==> config.mk <==
export PLATFORM = sky130hd
export DESIGN_NAME = utf16_to_utf8_transcoder_flat
export DESIGN_NICKNAME = d
export VERILOG_FILES = /design/src/hw/rtl/u2u8_pkg.sv /design/src/hw/rtl/u2u8_if.sv /design/src/hw/rtl/utf16_to_utf8_transcoder.sv /design/src/hw/rtl/u2u8_front.sv /design/src/hw/rtl/u2u8_fifo.sv /design/src/hw/rtl/u2u8_back.sv /design/src/flat_wrapper.sv
export SDC_FILE = /design/constraint.sdc
export NUM_CORES = 1
export LEC_CHECK = 0
export ABC_CLOCK_PERIOD_IN_PS = 4520
export BUFFER_PORTS_ARGS = -buffer_cell sky130_fd_sc_hd__buf_2
export CORE_MARGIN = 5
export CORE_UTILIZATION = 45
export CTS_BUF_LIST = sky130_fd_sc_hd__clkbuf_8 sky130_fd_sc_hd__clkbuf_16
export DETAILED_ROUTE_END_ITERATION = 8
export MAX_ROUTING_LAYER = met4
export PLACE_DENSITY = 0.62
export SLEW_MARGIN = 20
export SYNTH_ARGS = -nofsm -noshare
export SYNTH_HDL_FRONTEND = slang
export SYNTH_SLANG_ARGS = --single-unit
==> constraint.sdc <==
create_clock -name clk -period 4.52 [get_ports clk]
set_input_delay 0.904 -clock clk [delete_from_list [all_inputs] [get_ports clk]]
set_output_delay 0.904 -clock clk [all_outputs]
set_load 0.02 [all_outputs]
==> src/hw/rtl/u2u8_pkg.sv <==
// ----------------------------------------------------------------------------
// u2u8_pkg
// Types, constants and the UTF-8 encoder shared by the transcoder modules.
// ----------------------------------------------------------------------------
package u2u8_pkg;

	localparam int unsigned QDEPTH = 2;  // power of two
	localparam int unsigned QIDX_W = (QDEPTH > 1) ? $clog2(QDEPTH) : 1;
	localparam int unsigned QCNT_W = $clog2(QDEPTH + 1);

	localparam logic [15:0] HIGH_FIRST = 16'hD800;
	localparam logic [15:0] HIGH_LAST  = 16'hDBFF;
	localparam logic [15:0] LOW_FIRST  = 16'hDC00;
	localparam logic [15:0] LOW_LAST   = 16'hDFFF;

	localparam logic [20:0] CP_ONE_LIMIT   = 21'h00080;
	localparam logic [20:0] CP_TWO_LIMIT   = 21'h00800;
	localparam logic [20:0] CP_THREE_LIMIT = 21'h10000;

	localparam logic [2:0] LEAD2_TAG = 3'b110;
	localparam logic [3:0] LEAD3_TAG = 4'b1110;
	localparam logic [4:0] LEAD4_TAG = 5'b11110;
	localparam logic [1:0] CONT_TAG  = 2'b10;

	typedef enum logic [1:0] {
		STATUS_OK          = 2'd0,
		STATUS_LONE_LOW    = 2'd1,
		STATUS_BROKEN_PAIR = 2'd2,
		STATUS_TRUNCATED   = 2'd3
	} status_t;

	typedef struct packed {
		logic [3:0][7:0] bytes;
		logic [1:0]      last_idx;
	} enc_t;

	// One request of the back end: the bytes of one unit, or one error.
	typedef struct packed {
		logic [3:0][7:0] bytes;
		logic [1:0]      last_idx;
		status_t         status;
		logic            str_last;
	} rec_t;

	typedef struct packed {
		logic full;
		logic empty;
	} q_flags_t;

	function automatic enc_t utf8_encode(input logic [20:0] cp);
		enc_t e;
		e = '0;
		if (cp < CP_ONE_LIMIT) begin
			e.bytes[0] = cp[7:0];
			e.last_idx = 2'd0;
		end else if (cp < CP_TWO_LIMIT) begin
			e.bytes[0] = {LEAD2_TAG, cp[10:6]};
			e.bytes[1] = {CONT_TAG, cp[5:0]};
			e.last_idx = 2'd1;
		end else if (cp < CP_THREE_LIMIT) begin
			e.bytes[0] = {LEAD3_TAG, cp[15:12]};
			e.bytes[1] = {CONT_TAG, cp[11:6]};
			e.bytes[2] = {CONT_TAG, cp[5:0]};
			e.last_idx = 2'd2;
		end else begin
			e.bytes[0] = {LEAD4_TAG, cp[20:18]};
			e.bytes[1] = {CONT_TAG, cp[17:12]};
			e.bytes[2] = {CONT_TAG, cp[11:6]};
			e.bytes[3] = {CONT_TAG, cp[5:0]};
			e.last_idx = 2'd3;
		end
		return e;
	endfunction

endpackage

==> src/hw/rtl/u2u8_if.sv <==
// ----------------------------------------------------------------------------
// u2u8 stream interfaces
// Valid/ready channels for UTF-16 code units in and UTF-8 bytes out.
// ----------------------------------------------------------------------------
interface u2u8_unit_if;
	logic        valid;
	logic        ready;
	logic [15:0] code_unit;
	logic        string_last;

	modport source (output valid, output code_unit, output string_last, input ready);
	modport sink   (input valid, input code_unit, input string_last, output ready);
endinterface

interface u2u8_byte_if;
	logic       valid;
	logic       ready;
	logic [7:0] out_byte;
	logic       run_last;
	logic [1:0] status;
	logic       string_end;

	modport source (output valid, output out_byte, output run_last, output status,
		output string_end, input ready);
	modport sink   (input valid, input out_byte, input run_last, input status,
		input string_end, output ready);
endinterface

==> src/hw/rtl/utf16_to_utf8_transcoder.sv <==
// ----------------------------------------------------------------------------
// utf16_to_utf8_transcoder
// UTF-16 code units in, UTF-8 bytes out, with surrogate pairing and errors.
// ----------------------------------------------------------------------------
//  port   | dir | payload                                  | handshake
//  units  | in  | code_unit[15:0], string_last             | valid/ready
//  utf8   | out | out_byte[7:0], run_last, status, string_end | valid/ready
//
// The back end sends one byte per cycle while the output is ready; a unit yields
// one output byte per UTF-8 byte or error, none for a held high surrogate, and
// the output byte port sets the sustained rate. A taken unit's request is
// written into the queue, then its first byte is loaded into the output register.
// A two-entry request queue lets units enter while bytes of earlier units wait.
// Reset clears the held surrogate, queue and output valid.
// ----------------------------------------------------------------------------
module utf16_to_utf8_transcoder (
	input  logic        clk,
	input  logic        arst_n,
	u2u8_unit_if.sink   units,
	u2u8_byte_if.source utf8
);

	logic               push;
	logic               pop;
	u2u8_pkg::rec_t     push_rec;
	u2u8_pkg::rec_t     head;
	u2u8_pkg::q_flags_t q_flags;

	u2u8_front u_front (
		.clk      (clk),
		.arst_n   (arst_n),
		.units    (units),
		.q_flags  (q_flags),
		.push     (push),
		.push_rec (push_rec)
	);

	u2u8_fifo u_fifo (
		.clk      (clk),
		.arst_n   (arst_n),
		.push     (push),
		.push_rec (push_rec),
		.pop      (pop),
		.head     (head),
		.flags    (q_flags)
	);

	u2u8_back u_back (
		.clk     (clk),
		.arst_n  (arst_n),
		.head    (head),
		.q_flags (q_flags),
		.pop     (pop),
		.utf8    (utf8)
	);

	a_no_push_full: assert property (@(posedge clk) disable iff (!arst_n)
		push |-> !q_flags.full)
		else $error("request pushed into full queue");

	a_no_pop_empty: assert property (@(posedge clk) disable iff (!arst_n)
		pop |-> !q_flags.empty)
		else $error("request popped from empty queue");

	a_error_shape: assert property (@(posedge clk) disable iff (!arst_n)
		(utf8.valid && utf8.status != u2u8_pkg::STATUS_OK)
		|-> (utf8.run_last && utf8.out_byte == 8'd0))
		else $error("error result not a single zero byte");

	a_end_on_run: assert property (@(posedge clk) disable iff (!arst_n)
		(utf8.valid && utf8.string_end) |-> utf8.run_last)
		else $error("string end off the last byte of a run");

endmodule

==> src/hw/rtl/u2u8_front.sv <==
// ----------------------------------------------------------------------------
// u2u8_front
// Accepts code units, tracks a pending high surrogate and builds one request
// per unit that yields output: the encoded bytes or a single error.
// ----------------------------------------------------------------------------
module u2u8_front (
	input  logic                clk,
	input  logic                arst_n,
	u2u8_unit_if.sink           units,
	input  u2u8_pkg::q_flags_t  q_flags,
	output logic                push,
	output u2u8_pkg::rec_t      push_rec
);

	logic       pending_q;
	logic [9:0] held_q;
	logic       take;
	logic       is_high;
	logic       is_low;
	logic       hold_high;
	logic [20:0] cp;
	u2u8_pkg::enc_t enc;

	assign units.ready = !q_flags.full;
	assign take        = units.valid && units.ready;

	always_comb begin
		is_high   = units.code_unit inside {[u2u8_pkg::HIGH_FIRST : u2u8_pkg::HIGH_LAST]};
		is_low    = units.code_unit inside {[u2u8_pkg::LOW_FIRST : u2u8_pkg::LOW_LAST]};
		hold_high = !pending_q && is_high && !units.string_last;

		if (pending_q)
			cp = u2u8_pkg::CP_THREE_LIMIT + 21'({held_q, units.code_unit[9:0]});
		else
			cp = 21'(units.code_unit);
		enc = u2u8_pkg::utf8_encode(cp);

		push_rec          = '0;
		push_rec.str_last = units.string_last;
		if (pending_q && !is_low) begin
			push_rec.status = u2u8_pkg::STATUS_BROKEN_PAIR;
		end else if (!pending_q && is_high) begin
			push_rec.status = u2u8_pkg::STATUS_TRUNCATED;
		end else if (!pending_q && is_low) begin
			push_rec.status = u2u8_pkg::STATUS_LONE_LOW;
		end else begin
			push_rec.status   = u2u8_pkg::STATUS_OK;
			push_rec.bytes    = enc.bytes;
			push_rec.last_idx = enc.last_idx;
		end

		push = take && !hold_high;
	end

	always_ff @(posedge clk or negedge arst_n) begin
		if (!arst_n) begin
			pending_q <= 1'b0;
			held_q    <= '0;
		end else if (take) begin
			pending_q <= hold_high;
			held_q    <= hold_high ? units.code_unit[9:0] : 10'd0;
		end
	end

endmodule

==> src/hw/rtl/u2u8_fifo.sv <==
// ----------------------------------------------------------------------------
// u2u8_fifo
// Short request queue between front and back end.
// ----------------------------------------------------------------------------
module u2u8_fifo (
	input  logic                clk,
	input  logic                arst_n,
	input  logic                push,
	input  u2u8_pkg::rec_t      push_rec,
	input  logic                pop,
	output u2u8_pkg::rec_t      head,
	output u2u8_pkg::q_flags_t  flags
);

	u2u8_pkg::rec_t mem_q [u2u8_pkg::QDEPTH];
	logic [u2u8_pkg::QIDX_W-1:0] wr_ptr_q;
	logic [u2u8_pkg::QIDX_W-1:0] rd_ptr_q;
	logic [u2u8_pkg::QCNT_W-1:0] count_q;
	logic do_push;
	logic do_pop;

	assign flags.full  = (count_q == u2u8_pkg::QCNT_W'(u2u8_pkg::QDEPTH));
	assign flags.empty = (count_q == '0);
	assign head        = mem_q[rd_ptr_q];
	assign do_push     = push && !flags.full;
	assign do_pop      = pop && !flags.empty;

	always_ff @(posedge clk) begin
		if (do_push)
			mem_q[wr_ptr_q] <= push_rec;
	end

	always_ff @(posedge clk or negedge arst_n) begin
		if (!arst_n) begin
			wr_ptr_q <= '0;
			rd_ptr_q <= '0;
			count_q  <= '0;
		end else begin
			if (do_push)
				wr_ptr_q <= wr_ptr_q + u2u8_pkg::QIDX_W'(1);
			if (do_pop)
				rd_ptr_q <= rd_ptr_q + u2u8_pkg::QIDX_W'(1);
			case ({do_push, do_pop})
				2'b10:   count_q <= count_q + u2u8_pkg::QCNT_W'(1);
				2'b01:   count_q <= count_q - u2u8_pkg::QCNT_W'(1);
				default: count_q <= count_q;
			endcase
		end
	end

endmodule

==> src/hw/rtl/u2u8_back.sv <==
// ----------------------------------------------------------------------------
// u2u8_back
// Walks the head request one byte per cycle, while the output is ready, into the output register.
// ----------------------------------------------------------------------------
module u2u8_back (
	input  logic                clk,
	input  logic                arst_n,
	input  u2u8_pkg::rec_t      head,
	input  u2u8_pkg::q_flags_t  q_flags,
	output logic                pop,
	u2u8_byte_if.source         utf8
);

	logic       valid_q;
	logic [1:0] idx_q;
	logic [7:0] byte_q;
	logic       run_last_q;
	logic [1:0] status_q;
	logic       string_end_q;
	logic       load;
	logic       fin;

	assign load = (!valid_q || utf8.ready) && !q_flags.empty;
	assign fin  = (idx_q == head.last_idx);
	assign pop  = load && fin;

	assign utf8.valid      = valid_q;
	assign utf8.out_byte   = byte_q;
	assign utf8.run_last   = run_last_q;
	assign utf8.status     = status_q;
	assign utf8.string_end = string_end_q;

	always_ff @(posedge clk or negedge arst_n) begin
		if (!arst_n) begin
			valid_q <= 1'b0;
			idx_q   <= '0;
		end else begin
			if (load) begin
				valid_q <= 1'b1;
				idx_q   <= fin ? 2'd0 : idx_q + 2'd1;
			end else if (utf8.ready) begin
				valid_q <= 1'b0;
			end
		end
	end

	always_ff @(posedge clk) begin
		if (load) begin
			byte_q       <= head.bytes[idx_q];
			run_last_q   <= fin;
			status_q     <= head.status;
			string_end_q <= fin && head.str_last;
		end
	end

endmodule
==> src/flat_wrapper.sv <==
// flat-port wrapper written by rule: the top's interface ports become plain ports
module utf16_to_utf8_transcoder_flat 
  (clk, arst_n, units_valid, units_code_unit, units_string_last, units_ready, utf8_valid, utf8_out_byte, utf8_run_last, utf8_status, utf8_string_end, utf8_ready);
  u2u8_unit_if units_i ();
  u2u8_byte_if utf8_i ();
  input  logic clk;
  input  logic arst_n;
  input wire logic [$bits(units_i.valid)-1:0] units_valid;
  input wire logic [$bits(units_i.code_unit)-1:0] units_code_unit;
  input wire logic [$bits(units_i.string_last)-1:0] units_string_last;
  output wire logic [$bits(units_i.ready)-1:0] units_ready;
  output wire logic [$bits(utf8_i.valid)-1:0] utf8_valid;
  output wire logic [$bits(utf8_i.out_byte)-1:0] utf8_out_byte;
  output wire logic [$bits(utf8_i.run_last)-1:0] utf8_run_last;
  output wire logic [$bits(utf8_i.status)-1:0] utf8_status;
  output wire logic [$bits(utf8_i.string_end)-1:0] utf8_string_end;
  input wire logic [$bits(utf8_i.ready)-1:0] utf8_ready;
  assign units_i.valid = units_valid;
  assign units_i.code_unit = units_code_unit;
  assign units_i.string_last = units_string_last;
  assign units_ready = units_i.ready;
  assign utf8_valid = utf8_i.valid;
  assign utf8_out_byte = utf8_i.out_byte;
  assign utf8_run_last = utf8_i.run_last;
  assign utf8_status = utf8_i.status;
  assign utf8_string_end = utf8_i.string_end;
  assign utf8_i.ready = utf8_ready;
  utf16_to_utf8_transcoder u_core (.clk(clk), .arst_n(arst_n), .units(units_i), .utf8(utf8_i));
endmodule
==> impl_table.tex <==
\begin{tabular}{lr}
\hline
Metric & Value \\
\hline
\multicolumn{2}{l}{\textbf{Run status}} \\
\quad Outcome & completed \\
\multicolumn{2}{l}{\textbf{Place}} \\
\quad Last weighted congestion value of the routability-driven placer & 0.957 \\
\quad Number of I/O port buffers & 34 \\
\quad Half-perimeter wire length after detailed placement & 6390 um \\
\quad Cell area after placement & 0.00468 mm2 \\
\multicolumn{2}{l}{\textbf{CTS}} \\
\quad Number of cells upsized or downsized after cts & 0 \\
\quad Number of buffers added to fix hold violations after cts & 0 \\
\quad H-Tree Depth & 3 \\
\quad Post-CTS setup repair buffer count & 0 \\
\quad Post-CTS clock slew at the launch and capture registers of the worst setup and hold paths & 0.09 ns \\
\quad Num Clock Sinks & 96 \\
\quad TritonCTS buffer count & 9 \\
\quad Root Driver & sky130\_fd\_sc\_hd\_\_clkbuf\_8 \\
\quad Worst skew pair latency & 0.36 ns \\
\quad CTS tree & yes \\
\quad Maximum clock insertion buffer count & 2 \\
\multicolumn{2}{l}{\textbf{Logic synthesis}} \\
\quad Share of synthesized flip-flops with an asynchronous set or reset & 0.188 \\
\quad Synth Area per Inst & 14.0 um2 \\
\quad Flip-flop cell with the highest count after synthesis & sky130\_fd\_sc\_hd\_\_edfxtp\_1 \\
\quad Syn Inst Count & 314 \\
\quad Post-synthesis cell type count & 49 \\
\quad Flip-flop and latch count after synthesis & 96 \\
\quad Post-Synthesis Net Count & 337 \\
\quad Area of the mapped netlist & 0.00440 mm2 \\
\quad Yosys warning total & 0 \\
\quad Number of flops mapped to enable cells by yosys & 78 \\
\quad Portion of the post-synthesis area used by sequential elements & 0.635 \\
\multicolumn{2}{l}{\textbf{Global route}} \\
\quad Most used routing layer & met2 \\
\quad First-pass GRT wire length & 15200 um \\
\quad Via count of the first global-routing pass & 2792 \\
\quad Met3 track utilization from global routing & 0.0290 \\
\quad Grt met1 use & 0.249 \\
\quad Aggregate global-route resource usage & 0.176 \\
\quad Maximum number of pins on one net before global-route repair & 34 \\
\quad Initial antenna violation count & 0 \\
\quad Met2 routing resource usage after global routing & 0.256 \\
\quad GRT overflow & 0 \\
\multicolumn{2}{l}{\textbf{Route}} \\
\quad Iter 0 DRT Violations & 196 \\
\quad Detailed-routing iteration count for the pre-antenna-repair pass & 5 \\
\quad Routed length per instance & 19.0 um \\
\quad Post-route DRC violation count & 0 \\
\quad Total vias in the final route & 2733 \\
\quad Overall routed net length & 9190 um \\
\quad Number of vias per cell after detailed routing & 5.66 \\
\quad Antenna violation net count after detailed routing & 0 \\
\multicolumn{2}{l}{\textbf{Timing}} \\
\quad Hold Vio Cnt, Final & 0 \\
\quad Achievable frequency & 0.352 GHz \\
\quad RSZ-0062 raised after global routing & no \\
\quad Clock tree skew after final layout & 0.00753 ns \\
\quad Tcrit/Tclk final & 0.628 \\
\quad Number of pins with negative max-slew slack in the final report & 0 \\
\quad Post-route setup TNS & 0 ns \\
\quad Transition time of the tightest slew-check pin & 0.869 ns \\
\quad Setup-violating endpoint count in the final report & 0 \\
\quad Minimum clock period & 2.84 ns \\
\quad Remaining max-slew budget at the tightest pin & 0.421 \\
\multicolumn{2}{l}{\textbf{Setup path}} \\
\quad Crit start category & register \\
\quad Type of the worst setup path & register to register \\
\quad Worst Setup End Kind & register \\
\quad Worst EP required & 4.68 ns \\
\quad CP Data Arrival Time & 3.00 ns \\
\quad Maximum fanout along the worst path & 13 \\
\multicolumn{2}{l}{\textbf{Layout}} \\
\quad Layout cells sized above 1 & 0.246 \\
\quad Antenna cell count & 0 \\
\quad Area delta synth->final & 11.3\% \\
\quad Number of nets in the final layout & 368 \\
\quad Post-route cell area & 0.00489 mm2 \\
\quad Most frequent cells in the layout & sky130\_fd\_sc\_hd\_\_edfxtp\_1, sky130\_fd\_sc\_hd\_\_buf\_2, sky130\_fd\_sc\_hd\_\_nor2\_1 \\
\quad Commonest non-fill, non-tap cell in the layout & sky130\_fd\_sc\_hd\_\_edfxtp\_1 \\
\multicolumn{2}{l}{\textbf{Power and ir drop}} \\
\quad Pwr per Cell Area & 549 mW/mm2 \\
\quad VDD IR-drop max & 0.365 mV \\
\quad Leak pwr & 1.82 nW \\
\multicolumn{2}{l}{\textbf{Floorplanning}} \\
\quad \# rows & 36 \\
\quad DIE WIDTH & 109 um \\
\quad Area of the core & 0.00964 mm2 \\
\quad DIE HEIGHT & 109 um \\
\quad Area of the die & 0.0119 mm2 \\
\quad Initial core utilization & 0.456 \\
\quad Number of placed I/O pins & 35 \\
\multicolumn{2}{l}{\textbf{Hold path}} \\
\quad Tightest Hold Check Type & input port to asynchronous set/reset pin \\
\multicolumn{2}{l}{\textbf{Run}} \\
\quad Reported max-cap violation count & 0 \\
\hline
\end{tabular}
cells by family (layout without fill, tap and decap cells):
group / Yosys count / after routing / share of synthesized area
simple gates: 91 / 91 / 0.106
buf+inv: 27 / 63 / 0.0282
mux: 28 / 28 / 0.107
fa+ha+maj: 2 / 2 / 0.00569
xor+xnor: 8 / 8 / 0.0159
flops: 96 / 96 / 0.635
compound gates: 62 / 62 / 0.102
synth_stat cells, types with 4 or more instances:
cell	instances	area (um2)
sky130_fd_sc_hd__xnor2_1	5	43.8
sky130_fd_sc_hd__buf_2	6	30.0
sky130_fd_sc_hd__nand2_1	17	63.8
sky130_fd_sc_hd__mux4_2	14	315
sky130_fd_sc_hd__a22o_1	11	96.3
sky130_fd_sc_hd__o21ai_0	10	50.1
sky130_fd_sc_hd__nor2_1	28	105
sky130_fd_sc_hd__inv_1	9	33.8
sky130_fd_sc_hd__mux2i_1	4	40.0
sky130_fd_sc_hd__mux2_2	9	101
sky130_fd_sc_hd__nand3_1	5	25.0
sky130_fd_sc_hd__a31oi_1	10	62.6
sky130_fd_sc_hd__and3_1	11	68.8
sky130_fd_sc_hd__clkbuf_1	9	33.8
sky130_fd_sc_hd__a21oi_1	8	40.0
sky130_fd_sc_hd__dfrtp_1	18	450
sky130_fd_sc_hd__edfxtp_1	78	2340
sky130_fd_sc_hd__nor3_1	9	45.0
sky130_fd_sc_hd__nand2b_1	5	31.3
cell type report:
class                   instances  area [um2]
clock buffers                   9         124
well taps                     133         166
flip-flops and latches         96        2790
inverters                       9        33.8
fillers                       850        4740
multi-input cells             191        1490
clock inverters                 7        87.6
repair buffers                 38         200
worst max-delay path: stages (launching register included):
cell and delay [ns]:
sky130_fd_sc_hd__dfrtp_1 0.47, sky130_fd_sc_hd__ha_1 0.38, sky130_fd_sc_hd__a211oi_1 0.28, sky130_fd_sc_hd__a31oi_1 0.23
sky130_fd_sc_hd__nor3_2 0.72, sky130_fd_sc_hd__o21ai_0 0.20, sky130_fd_sc_hd__a221oi_1 0.35
flip-flops by register name, indices dropped and copies added, names as in the netlist:
register / cells
u_core.u_back.idx_q: 2
u_core.u_front.pending_q: 1
u_core.u_back.utf8.valid: 1
u_core.u_fifo.rd_ptr_q: 1
u_core.u_fifo.count_q: 2
u_core.u_back.utf8.status: 2
u_core.u_back.utf8.run_last: 1
u_core.u_back.utf8.string_end: 1
u_core.u_fifo.wr_ptr_q: 1
u_core.u_front.held_q: 10
u_core.u_fifo.mem_q: 66
u_core.u_back.utf8.out_byte: 8
through the flow:
step / cells / total power, W / utilization / hold slack, ns / setup WS, ns
global route: 483 / 0.00285 / 0.508 / 0.488 / 1.50
CTS: 483 / 0.00273 / 0.508 / 0.470 / 1.70
global placement: 467 / 0.00211 / 0.486 / 0.475 / 1.65
detailed placement: 467 / 0.00213 / 0.486 / 0.502 / 1.64
finish: 483 / 0.00269 / 0.508 / 0.479 / 1.68
floorplan: 314 / 0.00190 / - / 0.468 / 1.17
worst paths after layout:
path                       cells after the start  slack (ns)                            startpoint                                    to
max reg2reg                                    6        1.68  u_core.u_front.held_q[6]$_DFFE_PN0P_   u_core.u_fifo.mem_q[0][8]$_DFFE_PP_
max                                            6        1.68  u_core.u_front.held_q[6]$_DFFE_PN0P_   u_core.u_fifo.mem_q[0][8]$_DFFE_PP_
max in group asynchronous                      1        3.73                                arst_n    u_core.u_back.idx_q[0]$_DFFE_PN0P_
min reg2reg                                    1        0.51    u_core.u_fifo.wr_ptr_q$_DFFE_PN0P_    u_core.u_fifo.wr_ptr_q$_DFFE_PN0P_
min in group clk                               1        0.51    u_core.u_fifo.wr_ptr_q$_DFFE_PN0P_    u_core.u_fifo.wr_ptr_q$_DFFE_PN0P_
min                                            1        0.48                                arst_n  u_core.u_front.held_q[1]$_DFFE_PN0P_
power breakdown:
part	switching [W]	total (W)	leakage, nW	internal (W)
sequential	0.000116	0.00135	0.953	0.00123
clock	0.000290	0.000598	0.110	0.000308
combinational	0.000406	0.000739	0.758	0.000333
total	0.000812	0.00269	1.82	0.00187
per-layer routing:
| layer | up-vias | wire length (um) |
|---|---|---|
| li1 | 1281 | - |
| met1 | 1329 | 4280 |
| met2 | 111 | 4230 |
| met3 | 12 | 518 |
| met4 | 0 | 165 |
| met5 | - | 0 |
Power figures use the tool's default switching activity.
